===== config.mk =====
export PLATFORM = sky130hd
export DESIGN_NAME = multilevel_sjf_scheduler
export DESIGN_NICKNAME = d
export VERILOG_FILES = /design/src/msjf_pkg.sv /design/src/msjf_store.sv /design/src/msjf_pick.sv /design/src/multilevel_sjf_scheduler.sv
export SDC_FILE = /design/constraint.sdc
export NUM_CORES = 1
export LEC_CHECK = 0
export BUFFER_PORTS_ARGS = -buffer_cell sky130_fd_sc_hd__buf_2
export CORE_ASPECT_RATIO = 0.9
export CORE_MARGIN = 3
export CORE_UTILIZATION = 37
export DETAILED_ROUTE_END_ITERATION = 10
export PLACE_DENSITY = 0.53
export SETUP_SLACK_MARGIN = 0.4
export SLEW_MARGIN = 40
export SYNTH_ARGS = -nofsm -noshare
export SYNTH_HDL_FRONTEND = slang
export SYNTH_SLANG_ARGS = --single-unit

===== constraint.sdc =====
create_clock -name clk_i -period 6.5 [get_ports clk_i]
set_input_delay 0.325 -clock clk_i [delete_from_list [all_inputs] [get_ports clk_i]]
set_output_delay 0.325 -clock clk_i [all_outputs]
set_load 0.02 [all_outputs]

===== src/msjf_pkg.sv =====
// ----------------------------------------------------------------------------
// msjf_pkg: shared types and constants of the multilevel SJF scheduler
// Sizes, job entry layout, memory request bundle and controller states.
// ----------------------------------------------------------------------------
package msjf_pkg;

  localparam int LEVELS = 4;
  localparam int DEPTH  = 4;

  localparam int LW = (LEVELS > 1) ? $clog2(LEVELS) : 1;
  localparam int PW = (DEPTH > 1) ? $clog2(DEPTH) : 1;
  localparam int CW = $clog2(DEPTH + 1);
  localparam int AW = $clog2(LEVELS * DEPTH);

  localparam logic OP_INSERT = 1'b0;
  localparam logic OP_TAKE   = 1'b1;

  typedef logic [LW-1:0] lvl_t;
  typedef logic [PW-1:0] slot_t;
  typedef logic [CW-1:0] cnt_t;
  typedef logic [AW-1:0] addr_t;

  typedef struct packed {
    logic [7:0]  id;
    logic [15:0] burst;
  } entry_t;

  typedef struct packed {
    logic   rd_en;
    lvl_t   rd_lvl;
    slot_t  rd_slot;
    logic   wr_en;
    lvl_t   wr_lvl;
    slot_t  wr_slot;
    entry_t wdata;
  } mem_req_t;

  typedef enum logic [2:0] {
    S_IDLE,
    S_START,
    S_INS,
    S_FIN,
    S_TAKE
  } state_e;

  // physical slot of queue position pos in a ring that starts at head
  function automatic slot_t slot_add(slot_t head, slot_t pos);
    logic [PW:0] s;
    s = {1'b0, head} + {1'b0, pos};
    if (s >= (PW+1)'(DEPTH)) begin
      s = s - (PW+1)'(DEPTH);
    end
    return s[PW-1:0];
  endfunction

  function automatic slot_t slot_inc(slot_t s);
    return (s == PW'(DEPTH - 1)) ? '0 : s + 1'b1;
  endfunction

endpackage


===== src/msjf_store.sv =====
// ----------------------------------------------------------------------------
// msjf_store: job entry memory
// One write and one read per cycle; read data is registered and holds
// until the next read.
// ----------------------------------------------------------------------------
module msjf_store (
  input  logic               clk_i,
  input  msjf_pkg::mem_req_t req_i,
  output msjf_pkg::entry_t   rd_data_o
);
  import msjf_pkg::*;

  entry_t mem_q [LEVELS*DEPTH];
  entry_t rd_data_q;
  addr_t  rd_addr;
  addr_t  wr_addr;

  assign rd_addr = AW'(req_i.rd_lvl) * AW'(DEPTH) + AW'(req_i.rd_slot);
  assign wr_addr = AW'(req_i.wr_lvl) * AW'(DEPTH) + AW'(req_i.wr_slot);

  always_ff @(posedge clk_i) begin
    if (req_i.wr_en) begin
      mem_q[wr_addr] <= req_i.wdata;
    end
    if (req_i.rd_en) begin
      rd_data_q <= mem_q[rd_addr];
    end
  end

  assign rd_data_o = rd_data_q;

endmodule


===== src/msjf_pick.sv =====
// ----------------------------------------------------------------------------
// msjf_pick: level selection for a take
// Finds the lowest-numbered level with a nonzero count.
// ----------------------------------------------------------------------------
module msjf_pick (
  input  msjf_pkg::cnt_t cnt_i [msjf_pkg::LEVELS],
  output logic           found_o,
  output msjf_pkg::lvl_t lvl_o
);
  import msjf_pkg::*;

  always_comb begin
    found_o = 1'b0;
    lvl_o   = '0;
    for (int l = LEVELS - 1; l >= 0; l--) begin
      if (cnt_i[l] != '0) begin
        found_o = 1'b1;
        lvl_o   = LW'(l);
      end
    end
  end

endmodule


===== src/multilevel_sjf_scheduler.sv =====
// Steps: a take reads the head of the lowest nonempty level in S_START and loads
//   it in S_TAKE, or loads a refusal in S_START if none waits. A refused insert,
//   or one into an empty level, is settled in S_START; otherwise S_INS moves each
//   longer entry up one slot from the tail, then the job is written in S_INS or S_FIN.
// Throughput: one request at a time; the next request is taken once the result
//   is in the output register, and a result that waits holds the scheduler back.
// Reset: level counts and ring heads clear; the job memory is not cleared.
// ----------------------------------------------------------------------------
// multilevel_sjf_scheduler: four-level shortest-job-first scheduler
// Each level is a ring in memory kept sorted by burst; insert walks from the
// tail, take serves the head of the lowest nonempty level.
// ----------------------------------------------------------------------------
module multilevel_sjf_scheduler (
  input  logic        clk_i,
  input  logic        rst_ni,
  input  logic        in_valid_i,
  output logic        in_ready_o,
  input  logic [0:0]  opcode_i,
  input  logic [1:0]  level_i,
  input  logic [7:0]  job_id_i,
  input  logic [15:0] burst_i,
  output logic        out_valid_o,
  input  logic        out_ready_i,
  output logic        accepted_o,
  output logic [7:0]  served_id_o,
  output logic [15:0] served_burst_o,
  output logic [1:0]  served_level_o
);
  import msjf_pkg::*;

  state_e   state_q, state_d;
  logic     op_q;
  lvl_t     lvl_q;
  logic     lvl_ok_q;
  entry_t   new_q;
  slot_t    k_q;
  cnt_t     cnt_q  [LEVELS];
  slot_t    head_q [LEVELS];

  logic     out_valid_q;
  logic     acc_q;
  logic [7:0]  sid_q;
  logic [15:0] sb_q;
  logic [1:0]  slv_q;

  mem_req_t mreq;
  entry_t   rdata;
  logic     pick_found;
  lvl_t     pick_lvl;

  logic     out_free;
  logic     full;
  logic     shift;
  logic     res_load;
  logic     res_acc;
  entry_t   res_entry;
  logic     cnt_inc, cnt_dec, head_adv, lvl_ld, k_ld, k_dec;
  slot_t    k_init;

  msjf_store u_store (
    .clk_i     (clk_i),
    .req_i     (mreq),
    .rd_data_o (rdata)
  );

  msjf_pick u_pick (
    .cnt_i   (cnt_q),
    .found_o (pick_found),
    .lvl_o   (pick_lvl)
  );

  assign out_free = !out_valid_q || out_ready_i;
  assign full     = (cnt_q[lvl_q] == CW'(DEPTH));
  assign shift    = (rdata.burst > new_q.burst);

  // next state
  always_comb begin
    state_d = state_q;
    case (state_q)
      S_IDLE: begin
        if (in_valid_i) state_d = S_START;
      end
      S_START: begin
        if (op_q == OP_TAKE) begin
          if (pick_found) state_d = S_TAKE;
          else if (out_free) state_d = S_IDLE;
        end else if (!lvl_ok_q || full || cnt_q[lvl_q] == '0) begin
          if (out_free) state_d = S_IDLE;
        end else begin
          state_d = S_INS;
        end
      end
      S_INS: begin
        if (shift) begin
          if (k_q == slot_t'(1)) state_d = S_FIN;
        end else if (out_free) begin
          state_d = S_IDLE;
        end
      end
      S_FIN, S_TAKE: begin
        if (out_free) state_d = S_IDLE;
      end
      default: state_d = S_IDLE;
    endcase
  end

  // datapath control
  always_comb begin
    mreq      = '0;
    res_load  = 1'b0;
    res_acc   = 1'b0;
    res_entry = '0;
    cnt_inc   = 1'b0;
    cnt_dec   = 1'b0;
    head_adv  = 1'b0;
    lvl_ld    = 1'b0;
    k_ld      = 1'b0;
    k_dec     = 1'b0;
    k_init    = '0;
    case (state_q)
      S_START: begin
        if (op_q == OP_TAKE) begin
          if (pick_found) begin
            lvl_ld       = 1'b1;
            mreq.rd_en   = 1'b1;
            mreq.rd_lvl  = pick_lvl;
            mreq.rd_slot = head_q[pick_lvl];
          end else if (out_free) begin
            res_load = 1'b1;
          end
        end else if (!lvl_ok_q || full) begin
          res_load = out_free;
        end else if (cnt_q[lvl_q] == '0) begin
          if (out_free) begin
            mreq.wr_en   = 1'b1;
            mreq.wr_lvl  = lvl_q;
            mreq.wr_slot = head_q[lvl_q];
            mreq.wdata   = new_q;
            res_load     = 1'b1;
            res_acc      = 1'b1;
            cnt_inc      = 1'b1;
          end
        end else begin
          // fetch the tail entry, the first one that may move up
          mreq.rd_en   = 1'b1;
          mreq.rd_lvl  = lvl_q;
          mreq.rd_slot = slot_add(head_q[lvl_q], PW'(cnt_q[lvl_q] - 1'b1));
          k_ld         = 1'b1;
          k_init       = PW'(cnt_q[lvl_q]);
        end
      end
      S_INS: begin
        if (shift) begin
          mreq.wr_en   = 1'b1;
          mreq.wr_lvl  = lvl_q;
          mreq.wr_slot = slot_add(head_q[lvl_q], k_q);
          mreq.wdata   = rdata;
          k_dec        = 1'b1;
          if (k_q != slot_t'(1)) begin
            mreq.rd_en   = 1'b1;
            mreq.rd_lvl  = lvl_q;
            mreq.rd_slot = slot_add(head_q[lvl_q], k_q - slot_t'(2));
          end
        end else if (out_free) begin
          mreq.wr_en   = 1'b1;
          mreq.wr_lvl  = lvl_q;
          mreq.wr_slot = slot_add(head_q[lvl_q], k_q);
          mreq.wdata   = new_q;
          res_load     = 1'b1;
          res_acc      = 1'b1;
          cnt_inc      = 1'b1;
        end
      end
      S_FIN: begin
        if (out_free) begin
          mreq.wr_en   = 1'b1;
          mreq.wr_lvl  = lvl_q;
          mreq.wr_slot = slot_add(head_q[lvl_q], k_q);
          mreq.wdata   = new_q;
          res_load     = 1'b1;
          res_acc      = 1'b1;
          cnt_inc      = 1'b1;
        end
      end
      S_TAKE: begin
        if (out_free) begin
          res_load  = 1'b1;
          res_acc   = 1'b1;
          res_entry = rdata;
          head_adv  = 1'b1;
          cnt_dec   = 1'b1;
        end
      end
      default: ;
    endcase
  end

  always_ff @(posedge clk_i or negedge rst_ni) begin
    if (!rst_ni) begin
      state_q     <= S_IDLE;
      out_valid_q <= 1'b0;
      for (int l = 0; l < LEVELS; l++) begin
        cnt_q[l]  <= '0;
        head_q[l] <= '0;
      end
    end else begin
      state_q <= state_d;
      if (res_load) out_valid_q <= 1'b1;
      else if (out_ready_i) out_valid_q <= 1'b0;
      if (cnt_inc) cnt_q[lvl_q] <= cnt_q[lvl_q] + 1'b1;
      if (cnt_dec) cnt_q[lvl_q] <= cnt_q[lvl_q] - 1'b1;
      if (head_adv) head_q[lvl_q] <= slot_inc(head_q[lvl_q]);
    end
  end

  always_ff @(posedge clk_i) begin
    if (in_valid_i && in_ready_o) begin
      op_q     <= opcode_i[0];
      lvl_q    <= LW'(level_i);
      lvl_ok_q <= (32'(level_i) < LEVELS);
      new_q    <= '{id: job_id_i, burst: burst_i};
    end else if (lvl_ld) begin
      lvl_q <= pick_lvl;
    end
    if (k_ld) k_q <= k_init;
    else if (k_dec) k_q <= k_q - 1'b1;
    if (res_load) begin
      acc_q <= res_acc;
      sid_q <= res_entry.id;
      sb_q  <= res_entry.burst;
      slv_q <= (op_q == OP_TAKE && res_acc) ? 2'(lvl_q) : 2'd0;
    end
  end

  assign in_ready_o     = (state_q == S_IDLE);
  assign out_valid_o    = out_valid_q;
  assign accepted_o     = acc_q;
  assign served_id_o    = sid_q;
  assign served_burst_o = sb_q;
  assign served_level_o = slv_q;

  a_res_room: assert property (@(posedge clk_i) disable iff (!rst_ni)
    res_load |-> out_free)
    else $error("result loaded over a pending one");

  a_ins_pos: assert property (@(posedge clk_i) disable iff (!rst_ni)
    (state_q == S_INS) |-> (k_q != '0))
    else $error("insert walk reached position zero");

  a_no_rw_clash: assert property (@(posedge clk_i) disable iff (!rst_ni)
    !(mreq.rd_en && mreq.wr_en && mreq.rd_lvl == mreq.wr_lvl &&
      mreq.rd_slot == mreq.wr_slot))
    else $error("read and write of the same entry in one cycle");

  a_take_nonempty: assert property (@(posedge clk_i) disable iff (!rst_ni)
    (state_q == S_TAKE) |-> (cnt_q[lvl_q] != '0))
    else $error("take from an empty level");

  a_count_bound: assert property (@(posedge clk_i) disable iff (!rst_ni)
    cnt_inc |-> (cnt_q[lvl_q] != CW'(DEPTH)))
    else $error("insert into a full level");

endmodule


* After elaboration in Yosys (flattened, before gate mapping)
Memory sizes are Yosys's and may differ from the RTL's. A register that Yosys moved wholly into a read port is not among the register bits.
Index checks and enable logic that the tools add are counted.
W data, S select, Z words.
** Operators by class
- Order comparisons :: 7
- Eq/ne operators :: 10
- Bitwise logic cells :: 2
- Divide/modulo/power cells :: 0
- Add/sub/neg operators :: 13
- Shifts and indexed selects :: 0
- Reduce and logical (&&, ||, !) cells :: 18
- Multipliers :: 0
- Muxes and demuxes :: 84
** Operators by type and width (number)
- $mux W29 :: 5
- $pmux W29 S3 :: 1
- $mux W2 :: 21
- $mux W34 :: 1
- $mux W3 :: 10
- $mux W1 :: 26
- $mux W5 :: 5
- $bwmux W12 :: 2
- $mux W12 :: 2
- $gt A16 B16 Y1 :: 1
- $ge A3 B3 Y1 const B :: 5
- $pmux W3 S4 :: 1
- $reduce_bool A3 Y1 :: 4
- $pmux W5 S2 :: 1
- $add A2 B2 Y3 :: 3
- $pmux W1 S3 :: 3
- $add A4 B2 Y4 :: 2
- $bmux W2 S2 :: 2
- $bwmux W8 :: 1
- $sub A2 B1 Y2 const B :: 4
- $bmux W3 S2 :: 1
- $demux W3 S2 :: 1
- $eq A3 B2 Y1 const B :: 2
- $eq A3 B3 Y1 const B :: 2
- other kinds (20) :: 28
** Word-level totals
- Memories :: 1
- Latch bits :: 0
- Bits in writable memories :: 384
- ROM bits :: 0
- Flip-flop bits (word level) :: 80
- Logic and storage cells :: 154
** Memory list
- u_store.mem_q :: depth 16, bits a word 24, rd ports 1, clocked after Yosys merged registers in 1, wr ports 1, RTL line msjf_store.sv:13 : entry_t mem_q [LEVELS*DEPTH];

* Logic depth before layout (Yosys ltp)
- Word-level depth :: 14
- Gate-level depth with buffers :: 16
- Mapped depth without buffers :: 12

* Hierarchy
Synthesis repeated with hierarchy kept, for this count alone.
** Unflattened totals
- Cells, all modules :: 1040
- Area, all modules :: 19874.1 um2
** Modules (own cells, without submodules)
- msjf_store :: instances 1, area an instance 15170.8 um2, cells each 636
- multilevel_sjf_scheduler :: instances 1, area an instance 4624.4 um2, cells each 395
- msjf_pick :: instances 1, area an instance 78.8 um2, cells each 9

* Least setup slack after synthesis
Ideal clock, no wire load.
- Path type :: register -> register
- Start :: reg lvl_q[0]
- End :: mem u_store.mem_q[0][0] in the netlist's numbering, enable pin
- Setup time :: 435 ps
- Path slack :: 1784 ps
- Cell stages (with the launch flop) :: 13
- Arrival :: 4281 ps
- Cells stage by stage :: edfxtp_1 -> buf_2 -> buf_1 -> mux4_2 -> inv_1 -> ha_1 -> ha_1 -> nor2_1 -> and3_1 -> clkbuf_1 -> a22oi_1 -> nand2_1 -> nor3_1
** On the way
- Word-level cells in the longest chain between the ends :: 11
- Elaborated cells between the ends (all ways) :: 23
** RTL lines
- from (decl) :: RTL line multilevel_sjf_scheduler.sv:33 : lvl_t lvl_q;
- from (signal assigned) :: RTL line multilevel_sjf_scheduler.sv:219 : lvl_q <= LW'(level_i);
- from (signal assigned) :: RTL line multilevel_sjf_scheduler.sv:223 : lvl_q <= pick_lvl;
- $not A2 Y3 (not written as such)
- $bmux W2 S2 / $bmux W3 S2 (equally long branches)
- $mux W2 (not written as such) / $mux W3 (equally long branches) (2 in series)
- $add A2 B2 Y3 / $logic_not A3 Y1 (equally long branches) :: RTL line msjf_pkg.sv:49, multilevel_sjf_scheduler.sv:133
- $ge A3 B3 Y1 (tied with other cells) :: RTL line msjf_pkg.sv:50 : if (s >= (PW+1)'(DEPTH)) begin
- $mux W2 / $mux W34 (equally long branches) :: RTL line msjf_pkg.sv:50, multilevel_sjf_scheduler.sv:131
- $mux W29 (on tied branches) :: RTL line multilevel_sjf_scheduler.sv:175, multilevel_sjf_scheduler.sv:122
- $mux W29 / $pmux W29 S3 (equally long branches) :: RTL line multilevel_sjf_scheduler.sv:153, multilevel_sjf_scheduler.sv:120
- $pmux W29 S3 * :: RTL line multilevel_sjf_scheduler.sv:120 : case (state_q)
- $add A4 B2 Y4 / $mux W1 (equally long branches) :: RTL line msjf_store.sv:19, msjf_store.sv:23
- to (decl) :: RTL line msjf_store.sv:13
Mark *: on every way between the ends. The rest lies on a longest branch, timed or not. The select of a mux whose other input is x is not followed.

* Worst setup path in the final report
- Start :: reg lvl_q[0]
- End :: reg, netlist name u_store.rd_data_o[13]
** On the way
- Word-level cells in the longest chain between the ends :: 13
- Elaborated cells between the ends (all ways) :: 25
** RTL lines
- $not A2 Y3 (not written as such)
- $bmux W3 S2 :: RTL line multilevel_sjf_scheduler.sv:73, multilevel_sjf_scheduler.sv:133, multilevel_sjf_scheduler.sv:147
- $mux W3 (not written as such) (2 in series) :: RTL line multilevel_sjf_scheduler.sv:73, multilevel_sjf_scheduler.sv:133
- $sub A3 B1 Y3
- $add A2 B2 Y3 :: RTL line msjf_pkg.sv:49 : s = {1'b0, head} + {1'b0, pos};
- $ge A3 B3 Y1 / $sub A2 B1 Y2 (equally long branches) :: RTL line msjf_pkg.sv:50, msjf_pkg.sv:51
- $mux W2 :: RTL line msjf_pkg.sv:50
- $mux W5 :: RTL line multilevel_sjf_scheduler.sv:133 : end else if (cnt_q[lvl_q] == '0) begin
- $mux W34 :: RTL line multilevel_sjf_scheduler.sv:131 : end else if (!lvl_ok_q || full) begin
- $mux W5 :: RTL line multilevel_sjf_scheduler.sv:122 : if (op_q == OP_TAKE) begin
- $pmux W5 S2 * :: RTL line multilevel_sjf_scheduler.sv:120
- $add A4 B2 Y4 :: RTL line msjf_store.sv:18 : assign rd_addr = AW'(req_i.rd_lvl) * AW'(DEPTH) + AW'(req_i.rd_slot);
Marks and branches as above.
A chain may end at the register's enable or synchronous reset.

==> flow_summary.yaml <==
global_routing:
  grt_first_pass_wirelength_um: 84100
  grt_pass1_vias: 12300
  grt_use_total: 0.203
  antenna_found_initial: 1
  gr-total-overflow: 0
  grt_max_degree: 85
drt:
  dr.first_iter.drc_count: 1440
  postRouteAntennaNets: 0
  viasPerCell: 5.59
  num_vias: 12500
  drc: 0
  drt_wl_total_um: 57800
  detail_route.wl_per_cell_um: 25.7
  drt_pre_antenna_iters: 5
power:
  swShare: 0.380
  total_power_mw: 11.5
  comb_power_share: 0.365
  pwr-share-clk: 0.242
  seqPwrFrac: 0.393
  power.internal_mw: 7.16
  vdd_drop_max_mv: 0.268
  leakagePower_nw: 8.15
  switchingPower_mw: 4.38
  cellPowerDensity_nw_per_um2: 493
yosys:
  synth_area_leaders: "edfxtp_1 (70%), nand2_1 (4.2%), dfrtp_1 (3.0%)"
  synth_ff_type: "edfxtp_1"
  syn-num-nets: 1455
  synth_area_um2: 20000
  yosysUniqueCellTypes: 64
  async_reset_ff_frac: 0.0492
  synth_top_cell_by_area: "edfxtp_1"
  syn_area_per_cell_um2: 14.3
  synth_cells: 1399
  synth.ff_latch_count: 488
  ys_seq_area_frac: 0.726
  synth_edf_count: 464
  synth_warnings: 0
  netlist.area_leader.share: 0.696
cts:
  cts_tree: "built"
  cts.htree.levels: 2
  cts_sinks: 488
  path_clk_slew_ns: 0.06
  clk_latency_ns: 0.61
  clock_path_buffers: 3
  numCtsBuffers: 50
  ctsResizeCount: 0
  cts_root_buffer: "clkbuf_16"
  cts_setup_buffers: 0
run_status:
  status: "complete, no violations"
die:
  die_area_um2: 57000
  start_util: 0.376
  rows: 80
  core_area_um2: 53300
  io_pins: 60
  die_w_um: 251
  die_height_um: 227
sta:
  rsz0062_at_grt: "false"
  drv_slew: 0
  tightest_slew_ns: 0.863
  slew_headroom: 0.423
  finClkSkew_ns: 0.0263
  min_period_ns: 4.91
  final.period_utilization: 0.756
  max_freq_mhz: 203
  finalSetupViolations: 0
  setup_tns_ns: 0
  hold_viol: 0
worst_setup_path:
  crit_slowest_cell: "edfxtp_1"
  cp_top_family: "compound AO/OA/AOI/OAI gates"
  start_kind: "flip-flop"
  end_kind: "flip-flop"
  arrival_ns: 5.20
  crit_type: "reg2reg"
  path_cells: "mux4_2 -> inv_1 -> ha_1 -> ha_1 -> nor4_1 -> a22oi_2 -> o31a_2 -> buf_4 -> nand2_1 -> nand3_1 -> a21oi_1 -> nor4_1"
  path_max_fanout: 29
  worstPathRequired_ns: 6.79
  critPathBufInv: 2
  max_stage_delay_ns: 0.80
cells_and_area:
  fin_cells: 2245
  final_area_um2: 23400
  layout.nets: 1566
  area_growth_pct: 16.9
  antenna_cells: 0
  drive_gt1_frac: 0.164
place:
  portBuffers: 59
  place_congestion: 0.824
  place_area_um2: 21600
  dpl.hpwl_um: 34300
  placed_cells: 2127
flow_run:
  cap_violations: 0
min_path:
  hold_path_class: "in2reg"
## metal layers
| metal | wire length (um) | track usage | share of wire |
|---|---|---|---|
| met5 | 0 | 0 | 0 |
| met4 | 1250 | 0.0580 | 0.022 |
| met3 | 4670 | 0.0408 | 0.081 |
| met2 | 25400 | 0.308 | 0.44 |
| met1 | 26500 | 0.298 | 0.46 |
## layout make-up
type / count / area [um^2]
repair buffers: 135 / 1110
fillers: 4757 / 29800
well taps: 697 / 872
clock inverters: 29 / 233
multi-input cells: 809 / 5230
inverters: 26 / 97.6
clock buffers: 61 / 1330
flip-flops and latches: 488 / 14500
## Yosys cell counts (4+ instances only)
library cell,n
buf_1,4
edfxtp_1,464
nand4_1,11
and2_1,25
xor2_1,5
o22a_1,17
a32oi_1,13
a32o_1,17
o2bb2ai_1,14
mux4_2,5
o21ai_0,11
nor4_1,10
buf_4,7
nor3_1,12
buf_2,23
or3_1,8
ha_1,25
nand2b_1,7
mux2i_1,45
nand3_1,76
dfrtp_1,24
nand2_1,223
a2111oi_2,13
clkbuf_1,39
o21ai_1,13
a22o_1,26
mux2_2,12
nor2b_1,5
and3_1,4
or2_2,5
o22ai_1,21
xnor2_1,4
a21oi_1,49
inv_1,26
nor2_1,92
## worst paths after layout
path / from / cells past startpoint / to / slack, ns
worst min-delay path: out_ready_i / 3 / state_q[1] / 0.15
max in group asynchronous: rst_ni / 2 / out_valid_o / 5.85
min in group asynchronous: rst_ni / 2 / asynchronous set/reset pin / 0.26
worst max register to register: lvl_q[0] / 12 / u_store.rd_data_o[13] / 1.59
worst min register to register: cnt_q[3] / 1 / cnt_q[3] / 0.53
worst max-delay path: lvl_q[0] / 12 / u_store.rd_data_o[13] / 1.59
## registers in the layout, summed over array words and instances, names as in the netlist, 2 cells and up, named ones only
signal and cells:
served_level_o 2, new_q 24, u_store.mem_q 384, served_id_o 8, state_q 3, k_q 2, served_burst_o 16, u_store.rd_data_o 24
lvl_q 2, cnt_q 6, head_q 8
## per-stage QoR
| stage | setup WS [ns] | hold slack, ns | util |
|---|---|---|---|
| after global routing | 1.40 | 0.142 | 0.440 |
| after floorplan | 1.78 | 0.0294 | - |
| after detailed placement | 1.62 | 0.363 | 0.405 |
| after CTS | 1.63 | 0.102 | 0.440 |
| after global placement | 1.62 | 0.351 | 0.399 |
| final | 1.59 | 0.148 | 0.440 |
## power by group through the flow
| stage | registers [mW] | clock network, mW | logic (mW) |
|---|---|---|---|
| CTS | 4.53 | 2.85 | 4.22 |
| detailed placement | 4.59 | 0 | 4.19 |
| global route | 4.57 | 2.98 | 4.56 |
| finish | 4.54 | 2.79 | 4.21 |
| floorplan | 4.54 | 0 | 2.67 |
| global placement | 4.59 | 0 | 4.07 |
## cell usage in the layout, fill, tap and decap left out, drive strengths merged, types with 21 or more instances in the layout
master       synthesis  final
and2                25     25
edfxtp             464    464
o22ai               21     21
clkbuf              39     61
clkinv               0     22
nand3               76     76
nand2              223    223
dlygate4sd3          0     28
inv                 26     28
o21ai               25     25
buf                 37    107
nor2                93     93
a21oi               49     49
mux2i               45     45
a22o                26     26
dfrtp               24     24
ha                  25     25
## logic make-up after synthesis
family / after synthesis / synth area share
XOR/XNOR: 9 / 0.00394
flip-flops: 488 / 0.726
adder cells (fa/ha/maj): 25 / 0.0156
buffers and inverters: 102 / 0.0232
AO/OA/AOI/OAI: 225 / 0.0878
multiplexers: 62 / 0.0349
AND/OR/NAND/NOR: 488 / 0.109
## worst min-delay path, stage by stage
cell     delay [ns]
buf_2          0.10
nor2b_1        0.09
a21o_1         0.19
## timing repair
item                       in CTS  in global routing
hold buffers                   28                  0
setup endpoints to repair       0                  0
hold endpoints to repair       51                  0
(Power assumes the default switching activity.)
